===== src/sv/spmf_pkg.sv =====
// spmf_pkg: shared types, codes and defaults for the strict priority multi-FIFO.
// No dependencies; imported by every module of the block.
`timescale 1ns / 1ps

package spmf_pkg;

  localparam int NUM_PRIORITIES_DEF = 4;
  localparam int QUEUE_DEPTH_DEF    = 4;
  localparam int DATA_WIDTH_DEF     = 32;

  localparam int PRIO_W      = 2;
  localparam int WORD_W      = 32;
  localparam int IN_TDATA_W  = 40;
  localparam int OUT_TDATA_W = 40;

  typedef enum logic [0:0] {
    REQ_PUSH = 1'b0,
    REQ_POP  = 1'b1
  } req_t;

  typedef enum logic [1:0] {
    ST_OK    = 2'd0,
    ST_FULL  = 2'd1,
    ST_EMPTY = 2'd2
  } status_t;

  typedef struct packed {
    logic wr_en;
    logic rd_en;
  } mem_ctl_t;

  typedef struct packed {
    status_t           status;
    logic [PRIO_W-1:0] prio;
    logic              hit;
  } resp_t;

endpackage


===== src/sv/spmf_ctrl.sv =====
// spmf_ctrl: per-ring head/tail pointers, fill counts and the pop priority encoder.
// Depends on spmf_pkg; drives the store module's write/read controls.
`timescale 1ns / 1ps

module spmf_ctrl import spmf_pkg::*; #(
  parameter int NUM_PRIORITIES = NUM_PRIORITIES_DEF,
  parameter int QUEUE_DEPTH    = QUEUE_DEPTH_DEF,
  localparam int PIDX_W = $clog2(NUM_PRIORITIES),
  localparam int PTR_W  = $clog2(QUEUE_DEPTH),
  localparam int ADDR_W = PIDX_W + PTR_W
) (
  input  logic              clk,
  input  logic              rst_n,
  input  logic              accept,
  input  req_t              req_type,
  input  logic [PRIO_W-1:0] push_priority,
  output mem_ctl_t          mem_ctl,
  output logic [ADDR_W-1:0] wr_addr,
  output logic [ADDR_W-1:0] rd_addr,
  output resp_t             resp
);

  localparam int CNT_W = $clog2(QUEUE_DEPTH + 1);

  logic [PTR_W-1:0] head_r [NUM_PRIORITIES];
  logic [PTR_W-1:0] head_nxt [NUM_PRIORITIES];
  logic [PTR_W-1:0] tail_r [NUM_PRIORITIES];
  logic [PTR_W-1:0] tail_nxt [NUM_PRIORITIES];
  logic [CNT_W-1:0] cnt_r [NUM_PRIORITIES];
  logic [CNT_W-1:0] cnt_nxt [NUM_PRIORITIES];

  logic              in_range;
  logic [PIDX_W-1:0] push_idx;
  logic              push_ok;
  logic              any_ne;
  logic [PIDX_W-1:0] sel;

  function automatic logic [PTR_W-1:0] wrap_inc(input logic [PTR_W-1:0] p);
    if (p == PTR_W'(QUEUE_DEPTH - 1)) begin
      return '0;
    end
    return p + PTR_W'(1);
  endfunction

  assign in_range = (32'(push_priority) < NUM_PRIORITIES);
  assign push_idx = PIDX_W'(push_priority);
  assign push_ok  = in_range && (cnt_r[push_idx] != CNT_W'(QUEUE_DEPTH));

  // fixed priority: lowest index that holds a word
  always_comb begin
    any_ne = 1'b0;
    sel    = '0;
    for (int i = NUM_PRIORITIES - 1; i >= 0; i--) begin
      if (cnt_r[i] != '0) begin
        any_ne = 1'b1;
        sel    = PIDX_W'(i);
      end
    end
  end

  assign wr_addr = {push_idx, tail_r[push_idx]};
  assign rd_addr = {sel, head_r[sel]};

  always_comb begin
    head_nxt      = head_r;
    tail_nxt      = tail_r;
    cnt_nxt       = cnt_r;
    mem_ctl.wr_en = 1'b0;
    mem_ctl.rd_en = 1'b0;
    resp.status   = ST_OK;
    resp.prio     = '0;
    resp.hit      = 1'b0;
    if (req_type == REQ_PUSH) begin
      if (!push_ok) begin
        resp.status = ST_FULL;
      end else if (accept) begin
        mem_ctl.wr_en      = 1'b1;
        tail_nxt[push_idx] = wrap_inc(tail_r[push_idx]);
        cnt_nxt[push_idx]  = cnt_r[push_idx] + CNT_W'(1);
      end
    end else begin
      if (!any_ne) begin
        resp.status = ST_EMPTY;
      end else begin
        resp.prio = PRIO_W'(sel);
        resp.hit  = 1'b1;
        if (accept) begin
          mem_ctl.rd_en = 1'b1;
          head_nxt[sel] = wrap_inc(head_r[sel]);
          cnt_nxt[sel]  = cnt_r[sel] - CNT_W'(1);
        end
      end
    end
  end

  always_ff @(posedge clk) begin
    if (!rst_n) begin
      for (int i = 0; i < NUM_PRIORITIES; i++) begin
        head_r[i] <= '0;
        tail_r[i] <= '0;
        cnt_r[i]  <= '0;
      end
    end else begin
      head_r <= head_nxt;
      tail_r <= tail_nxt;
      cnt_r  <= cnt_nxt;
    end
  end

endmodule


===== src/sv/spmf_store.sv =====
// spmf_store: message word memory shared by all rings, one write and one read port.
// Depends on spmf_pkg; read data is registered.
`timescale 1ns / 1ps

module spmf_store import spmf_pkg::*; #(
  parameter int ADDR_W     = 4,
  parameter int DATA_WIDTH = DATA_WIDTH_DEF
) (
  input  logic                  clk,
  input  mem_ctl_t              mem_ctl,
  input  logic [ADDR_W-1:0]     wr_addr,
  input  logic [DATA_WIDTH-1:0] wr_data,
  input  logic [ADDR_W-1:0]     rd_addr,
  output logic [DATA_WIDTH-1:0] rd_data
);

  logic [DATA_WIDTH-1:0] mem [2**ADDR_W];
  logic [DATA_WIDTH-1:0] rd_data_r;

  always_ff @(posedge clk) begin
    if (mem_ctl.wr_en) begin
      mem[wr_addr] <= wr_data;
    end
    if (mem_ctl.rd_en) begin
      rd_data_r <= mem[rd_addr];
    end
  end

  assign rd_data = rd_data_r;

endmodule


===== src/sv/strict_priority_multi_fifo_unit.sv =====
// strict_priority_multi_fifo_unit: top level of the strict priority multi-FIFO.
// Depends on spmf_pkg, spmf_ctrl and spmf_store.
//
//  channel  | dir | tdata (low bit up)                  | tuser
//  in_      | in  | push_priority[1:0], push_data[33:2] | req_type[0]
//  out_     | out | pop_priority[1:0], pop_data[33:2]   | status[1:0]
//
// One request per cycle while no result waits with out_tready low; its result is valid in the cycle after acceptance.
// Pop data comes from the store's registered read port, loaded at acceptance.
// in_tready is low in reset and while a result waits with out_tready low.
// Reset empties every ring; stored words are not cleared.
`timescale 1ns / 1ps

module strict_priority_multi_fifo_unit import spmf_pkg::*; #(
  parameter int NUM_PRIORITIES = NUM_PRIORITIES_DEF,
  parameter int QUEUE_DEPTH    = QUEUE_DEPTH_DEF,
  parameter int DATA_WIDTH     = DATA_WIDTH_DEF
) (
  input  logic                   clk,
  input  logic                   rst_n,
  input  logic                   in_tvalid,
  output logic                   in_tready,
  input  logic [IN_TDATA_W-1:0]  in_tdata,   // push_priority, push_data
  input  logic [0:0]             in_tuser,   // req_type
  output logic                   out_tvalid,
  input  logic                   out_tready,
  output logic [OUT_TDATA_W-1:0] out_tdata,  // pop_priority, pop_data
  output logic [1:0]             out_tuser   // status
);

  localparam int ADDR_W = $clog2(NUM_PRIORITIES) + $clog2(QUEUE_DEPTH);

  logic                  accept;
  req_t                  req_type;
  logic [PRIO_W-1:0]     push_priority;
  logic [WORD_W-1:0]     push_data;
  mem_ctl_t              mem_ctl;
  logic [ADDR_W-1:0]     wr_addr;
  logic [ADDR_W-1:0]     rd_addr;
  logic [DATA_WIDTH-1:0] rd_data;
  resp_t                 resp;
  resp_t                 resp_r;
  logic                  out_tvalid_r;
  logic [WORD_W-1:0]     pop_data;

  assign req_type      = req_t'(in_tuser[0]);
  assign push_priority = in_tdata[PRIO_W-1:0];
  assign push_data     = in_tdata[PRIO_W+WORD_W-1:PRIO_W];

  assign in_tready = rst_n && (!out_tvalid_r || out_tready);
  assign accept    = in_tvalid && in_tready;

  spmf_ctrl #(
    .NUM_PRIORITIES (NUM_PRIORITIES),
    .QUEUE_DEPTH    (QUEUE_DEPTH)
  ) u_ctrl (
    .clk           (clk),
    .rst_n         (rst_n),
    .accept        (accept),
    .req_type      (req_type),
    .push_priority (push_priority),
    .mem_ctl       (mem_ctl),
    .wr_addr       (wr_addr),
    .rd_addr       (rd_addr),
    .resp          (resp)
  );

  spmf_store #(
    .ADDR_W     (ADDR_W),
    .DATA_WIDTH (DATA_WIDTH)
  ) u_store (
    .clk     (clk),
    .mem_ctl (mem_ctl),
    .wr_addr (wr_addr),
    .wr_data (DATA_WIDTH'(push_data)),
    .rd_addr (rd_addr),
    .rd_data (rd_data)
  );

  always_ff @(posedge clk) begin
    if (!rst_n) begin
      out_tvalid_r <= 1'b0;
    end else if (in_tready) begin
      out_tvalid_r <= in_tvalid;
    end
  end

  always_ff @(posedge clk) begin
    if (accept) begin
      resp_r <= resp;
    end
  end

  assign pop_data   = resp_r.hit ? WORD_W'(rd_data) : '0;
  assign out_tvalid = out_tvalid_r;
  assign out_tuser  = resp_r.status;
  assign out_tdata  = {(OUT_TDATA_W - PRIO_W - WORD_W)'(0), pop_data, resp_r.prio};

endmodule


===== config.mk =====
export PLATFORM = sky130hd
export DESIGN_NAME = strict_priority_multi_fifo_unit
export DESIGN_NICKNAME = d
export VERILOG_FILES = /design/src/sv/spmf_pkg.sv /design/src/sv/spmf_ctrl.sv /design/src/sv/spmf_store.sv /design/src/sv/strict_priority_multi_fifo_unit.sv
export SDC_FILE = /design/constraint.sdc
export NUM_CORES = 1
export LEC_CHECK = 0
export BUFFER_PORTS_ARGS = -buffer_cell sky130_fd_sc_hd__buf_2
export CAP_MARGIN = 20
export CORE_AREA = 2 2 231 233
export CTS_CLUSTER_DIAMETER = 120
export DETAILED_ROUTE_END_ITERATION = 12
export DIE_AREA = 0 0 233 235
export GPL_ROUTABILITY_DRIVEN = 0
export SLEW_MARGIN = 0
export SYNTH_ARGS = -nofsm -noshare
export SYNTH_HDL_FRONTEND = slang
export SYNTH_SLANG_ARGS = --single-unit

===== constraint.sdc =====
create_clock -name clk -period 7.1 [get_ports clk]
set_input_delay 1.42 -clock clk [delete_from_list [all_inputs] [get_ports clk]]
set_output_delay 1.42 -clock clk [all_outputs]
set_load 0.02 [all_outputs]

==> results.md, run 1 <==
* Leak pwr at 8.95 nW
* CP Class: in -> reg
* Core Box Area at 0.0522 mm²
* WL per Instance at 23.0 µm
* Sequential element share of the synthesized area at 0.736
* Final Cycle Share at 0.578
* Die ar. at 0.0548 mm²
* Die Span Y at 235 µm
* Clock Path Buffers at 3
* Cell area after layout at 0.0263 mm²
* Chip Width at 233 µm
* Worst-path clk slew at 60 ps
* Max_cap viols at 0
* # IOs at 89
* Relative slew slack at 0.287
* Fin nets at 1765
* Worst EP required at 7320 ps
* Final antenna-violating net count at 0
* Pin count of the biggest net entering global routing at 133
* IO Port Bufs at 76
* Worst vdd ir at 0.214 mV
* Net switching power at 1.98 mW
* Clk sinks at 578
* Synth async-reset ratio at 0
* Status: finished, final reports clean
* Place WS at 2350 ps
* CTS tree: yes
* Cts bufs inserted at 59
* FMAX at 244 MHz
* CP max FO at 32
* Starting Density at 0.444
* Synth top area cells: edfxtp_1 71%, nand2_1 5.1%, a21oi_1 3.9%
* Setup violators final at 0
* Setup ws final at 2990 ps
* Via count at 14030
* Mean Syn Cell Area at 13.9 µm²
* Site Rows at 84
* Arrival @ worst endpoint at 4320 ps
* Fraction of layout cells with a size suffix above 1 at 0.131
* Final Critical Period at 4110 ps
* First-pass GRT wire length at 84200 µm
* Synth area leader: edfxtp_1
* Inst Count DP at 2336
* Post-synth top area share at 0.711
* Hold Path Class: reg -> reg
* Seq pwr share at 0.478
* HPWL Detailed at 28100 µm
* Post-synthesis cell count at 1664
* Post-CTS Hold Buffers at 0
* Sw Ratio at 0.250
* Final Power at 7.92 mW
* Util after Layout at 0.503
* Vias per cell at 5.72
* Slowest CP cell: and2_2
* Slowest stage delay, CP at 990 ps
* 1st-iter DRT viols at 1648
* Netlist cell types at 58
* Routed wire length at 56400 µm
* Critical Path Sink Type: flip-flop
* Primary FF master, synth: edfxtp_1
* Gates resized, CTS repair at 0
* Final Skew at 19.1 ps
* First-pass iteration count of the detailed router at 5
* Startpoint Class: primary input
* YS warnings at 0
* Cell Area, Placed at 0.0242 mm²
* Initial antenna violation count at 6
* Setup TNS at 0 ps
* Synthesis-to-finish area growth at 13.2%
* Fin cells at 2451
* Yosys reg bits at 578
* H-tree Lvls at 2
* Clk pwr share at 0.391
* GRT overflow at 0
* Top cells by count, synth: 549 x edfxtp_1, 315 x nand2_1, 179 x a21oi_1
* Worst Path Buf+Inv at 2
* Delay-heaviest family, CP: simple AND/OR/NAND/NOR gates
* Final Max Tran Viols at 0
* Internal power at 5.94 mW
* Final Hold Fails at 0
* Post-synth EDFFs at 549
* Unrepaired setup endpoints after global routing: no
* Clk_lat worst skew at 610 ps
* Worst slew pin tran at 1070 ps
* Root buf cell: clkbuf_16
* Post-CTS Setup Inserts at 0
* Comb power frac at 0.131
* Number of global-route vias before repair at 13404
* Total track usage at 0.205
* Count leader, synth: edfxtp_1
* Cells along the critical path: buf_2 > mux4_2 > inv_1 > ha_1 > nand2_1 > nand3_1 > nor3b_1 > and2_2
* Power density cells at 302 mW/mm²
* DRC viols at 0
* Synth Cell Area at 0.0232 mm²
* Hold Slack at 498 ps
==> worst paths after layout <==
path,start,end,slack [ps],cells after the start
max reg2reg,u_ctrl.cnt_r[8],u_store.rd_data[19],3070,8
max,in_tdata[0],u_store.mem[11][16],2990,8
min reg2reg,u_ctrl.head_r[0],u_ctrl.head_r[0],500,1
min,u_ctrl.head_r[0],u_ctrl.head_r[0],500,1
==> routing by layer <==
| metal | track usage | wire length [µm] |
|---|---|---|
| met5 | 0 | 27 |
| met4 | 0.0647 | 1200 |
| met3 | 0.0382 | 3550 |
| met2 | 0.315 | 26400 |
| met1 | 0.295 | 25200 |
==> registers in the layout, indices dropped and copies added (netlist names) <==
signal	cells
resp_r	1
u_ctrl.cnt_r	12
out_tdata	2
out_tvalid	1
out_tuser	2
u_store.rd_data	32
u_store.mem	512
u_ctrl.head_r	8
u_ctrl.tail_r	8
==> layout by cell type, fill, tap and decap left out, types with 29 or more instances in the layout <==
cell type	synthesis	final
dfxtp_1	29	29
edfxtp_1	549	549
a311oi_1	35	35
buf_2	33	76
a21oi_1	179	179
nand2_1	315	314
and2_1	53	37
a21boi_0	33	33
a21boi_1	32	32
a211oi_1	60	60
and3_1	29	29
clkbuf_16	0	61
==> final cells by class <==
class	instances	area (µm²)
fillers	4374	26000
clock inverters	35	367
clock buffers	73	1570
multi-input cells	958	5600
diodes	2	5.00
flip-flops and latches	578	17100
well taps	688	861
inverters	10	37.5
repair buffers	107	738
==> power by group through the flow <==
stage          Combinational [mW]  Clock [mW]  Sequential [mW]
6_report                     1.04        3.10             3.79
2_1_floorplan               0.739           0             3.85
3_3_place_gp                 1.02           0             3.86
4_1_cts                      1.05        3.16             3.79
5_1_grt                      1.15        3.29             3.79
3_5_place_dp                 1.04           0             3.86
==> logic make-up after synthesis <==
| family | synth area share |
|---|---|
| flip-flops | 0.736 |
| AND/OR/NAND/NOR | 0.0990 |
| AO/OA/AOI/OAI | 0.125 |
| buffers and inverters | 0.0272 |
| multiplexers | 0.00831 |
| adder cells (fa/ha/maj) | 0.00324 |
| XOR/XNOR | 0.00151 |
| other | 0.000162 |
No activity file was read; power rests on OpenSTA's default activity.
==> run 2: changes to the inputs <==
clock period = 3.3 ns   (was 7.1 ns; I/O delays follow)
==> results.md, run 2 (synthesized netlist as in run 1, its figures left out) <==
* Fin nets at 1834 (+3.9%)
* Routed wire length at 60100 µm (+6.5%)
* Number of filler cells placed in the layout at 4341 (-0.75%)
* Unrepaired setup endpoints after global routing: no
* Final Critical Period at 3180 ps
* IO Port Bufs at 76 (unchanged)
* Final Cycle Share at 0.965
* 1st-iter DRT viols at 1490 (-9.6%)
* CP startpoint: u_ctrl.cnt_r[11]
* Startpoint Class: flip-flop
* Synthesis-to-finish area growth at 16.4%
* Worst setup path end: u_store.rd_data[15]
* Worst EP required at 3650 ps (-3670 ps)
* Final Skew at 18.9 ps (-0.166 ps)
* Largest Register: u_store.mem
* First-pass GRT wire length at 87900 µm (+4.5%)
* Clk_lat worst skew at 620 ps (about the same)
* Root buf cell: clkbuf_16
* Vias per cell at 5.74 (+0.29%)
* HPWL Detailed at 32300 µm (+15%)
* Most frequent cells in the layout: 549 x edfxtp_1, 314 x nand2_1, 179 x a21oi_1
* Pin count of the biggest net entering global routing at 83 (-38%)
* Worst vdd ir at 0.388 mV (+81%)
* Comb power frac at 0.148 (+0.017)
* GRT overflow at 0 (unchanged)
* Total track usage at 0.215 (+0.0106)
* CTS tree: yes
* Seq pwr share at 0.484 (+0.006)
* DRC viols at 0 (unchanged)
* Starting Density at 0.444 (unchanged)
* Site Rows at 84 (unchanged)
* Core Box Area at 0.0522 mm² (unchanged)
* Worst R2R End: u_store.rd_data[15]
* Net switching power at 4.29 mW (+120%)
* Post-CTS Hold Buffers at 0 (unchanged)
* Die Span Y at 235 µm (unchanged)
* Max FFs per register at 512 (unchanged)
* Initial antenna violation count at 6 (unchanged)
* First-pass iteration count of the detailed router at 7 (+2)
* Arrival @ worst endpoint at 3530 ps (-790 ps)
* Clk sinks at 578 (unchanged)
* CP Class: reg -> reg
* Most common cell after layout, fill and taps aside: edfxtp_1
* Die ar. at 0.0548 mm² (unchanged)
* Inst Count DP at 2404 (+2.9%)
* H-tree Lvls at 2 (unchanged)
* Worst-path clk slew at 70 ps (about the same)
* Util after Layout at 0.517 (+0.0142)
* WL per Instance at 23.9 µm (+3.7%)
* Relative slew slack at 0.530 (+0.243)
* Power density cells at 623 mW/mm² (+110%)
* Hold Slack at 299 ps (-199 ps)
* Via count at 14450 (+3.0%)
* Status: finished, final reports clean
* Worst Reg-to-Reg Cells at 9 (+1)
* FF-to-FF setup slack at 120 ps (-2950 ps)
* Setup TNS at 0 ps (unchanged)
* Final antenna-violating net count at 0 (unchanged)
* Leak pwr at 9.33 nW (+4.3%)
* Final Max Tran Viols at 0 (unchanged)
* Fin cells at 2517 (+2.7%)
* Critical Path Sink Type: flip-flop
* CP max FO at 82 (+160%)
* Internal power at 12.5 mW (+110%)
* Cell area after layout at 0.0270 mm² (+2.8%)
* Clock Path Buffers at 3 (unchanged)
* Number of global-route vias before repair at 13746 (+2.6%)
* Fraction of layout cells with a size suffix above 1 at 0.165 (+0.0336)
* Setup violators final at 0 (unchanged)
* Final Hold Fails at 0 (unchanged)
* Max_cap viols at 0 (unchanged)
* Cell Area, Placed at 0.0251 mm² (+3.7%)
* Hold Path Class: in -> reg
* Worst slew pin tran at 705 ps (-364 ps)
* Chip Width at 233 µm (unchanged)
* FMAX at 314 MHz
* # IOs at 89 (unchanged)
* Cts bufs inserted at 58 (-1.7%)
* Sw Ratio at 0.255 (+0.00464)
* Clk pwr share at 0.368 (-0.023)
* RR Startpoint: u_ctrl.cnt_r[11]
[run 2: changes by cell type in the layout (fill, tap and decap cells not counted), sizes merged]
cell / previous run / this run
buf: 107 / 176
clkinv: 23 / 29
bufinv: 7 / 3
clkinvlp: 4 / 1
clkbuf: 73 / 71
and4: 1 / 2
inv: 11 / 10
[run 2: worst min path at each step]
stage,from,endpoint,depth (start not counted)
floorplan,u_ctrl.head_r[3],u_ctrl.head_r[3],1
global placement,u_ctrl.head_r[5],u_ctrl.head_r[5],1
detailed placement,u_ctrl.head_r[3],u_ctrl.head_r[3],1
CTS,in_tvalid,out_tvalid,3
global route,in_tvalid,out_tvalid,3
finish,in_tvalid,out_tvalid,3
[run 2: critical path, stage by stage (launching register included)]
cell and delay, ps:
dfxtp_2 360, or3_4 410, or4_4 600, and4_4 200
buf_4 190, buf_12 210, a21oi_1 200, a21boi_0 200
a211oi_1 70, a311o_1 380
[run 2: layout make-up]
class                      count  area [µm²]  share of cell area
antenna                        2        5.00            0.000185
clock buffer                  71        1520              0.0564
clock inverter                33         243             0.00899
inverter                      10        37.5             0.00139
multi-input combinational    959        5640               0.209
sequential                   578       17100               0.632
tap                          688         861              0.0319
timing repair buffer         176        1620              0.0600
[run 2: per-stage QoR]
step                      setup WS (ps)  total power [mW]
final                               116              16.8
after global routing               16.2              17.4
after CTS                          60.8              16.9
after detailed placement           93.6              10.7
after global placement              154              10.7
after floorplan                    78.8              9.88
[run 2: power by group through the flow]
stage	Clock [mW]	Combinational, mW	Sequential [mW]
finish	6.19	2.49	8.14
floorplan	0	1.59	8.29
global placement	0	2.37	8.29
CTS	6.30	2.43	8.14
global route	6.56	2.73	8.14
detailed placement	0	2.42	8.29
[run 2: per-layer routing]
metal | wire [µm] | track usage
met1 | 26000 | 0.304
met2 | 29100 | 0.348
met3 | 3780 | 0.0302
met4 | 1250 | 0.0641
met5 | 27 | 0
[run 2: what timing repair did]
item / in CTS / in global routing
buffers inserted: 0 / 6
resized for setup: 0 / 7
setup endpoints to repair: 0 / 18
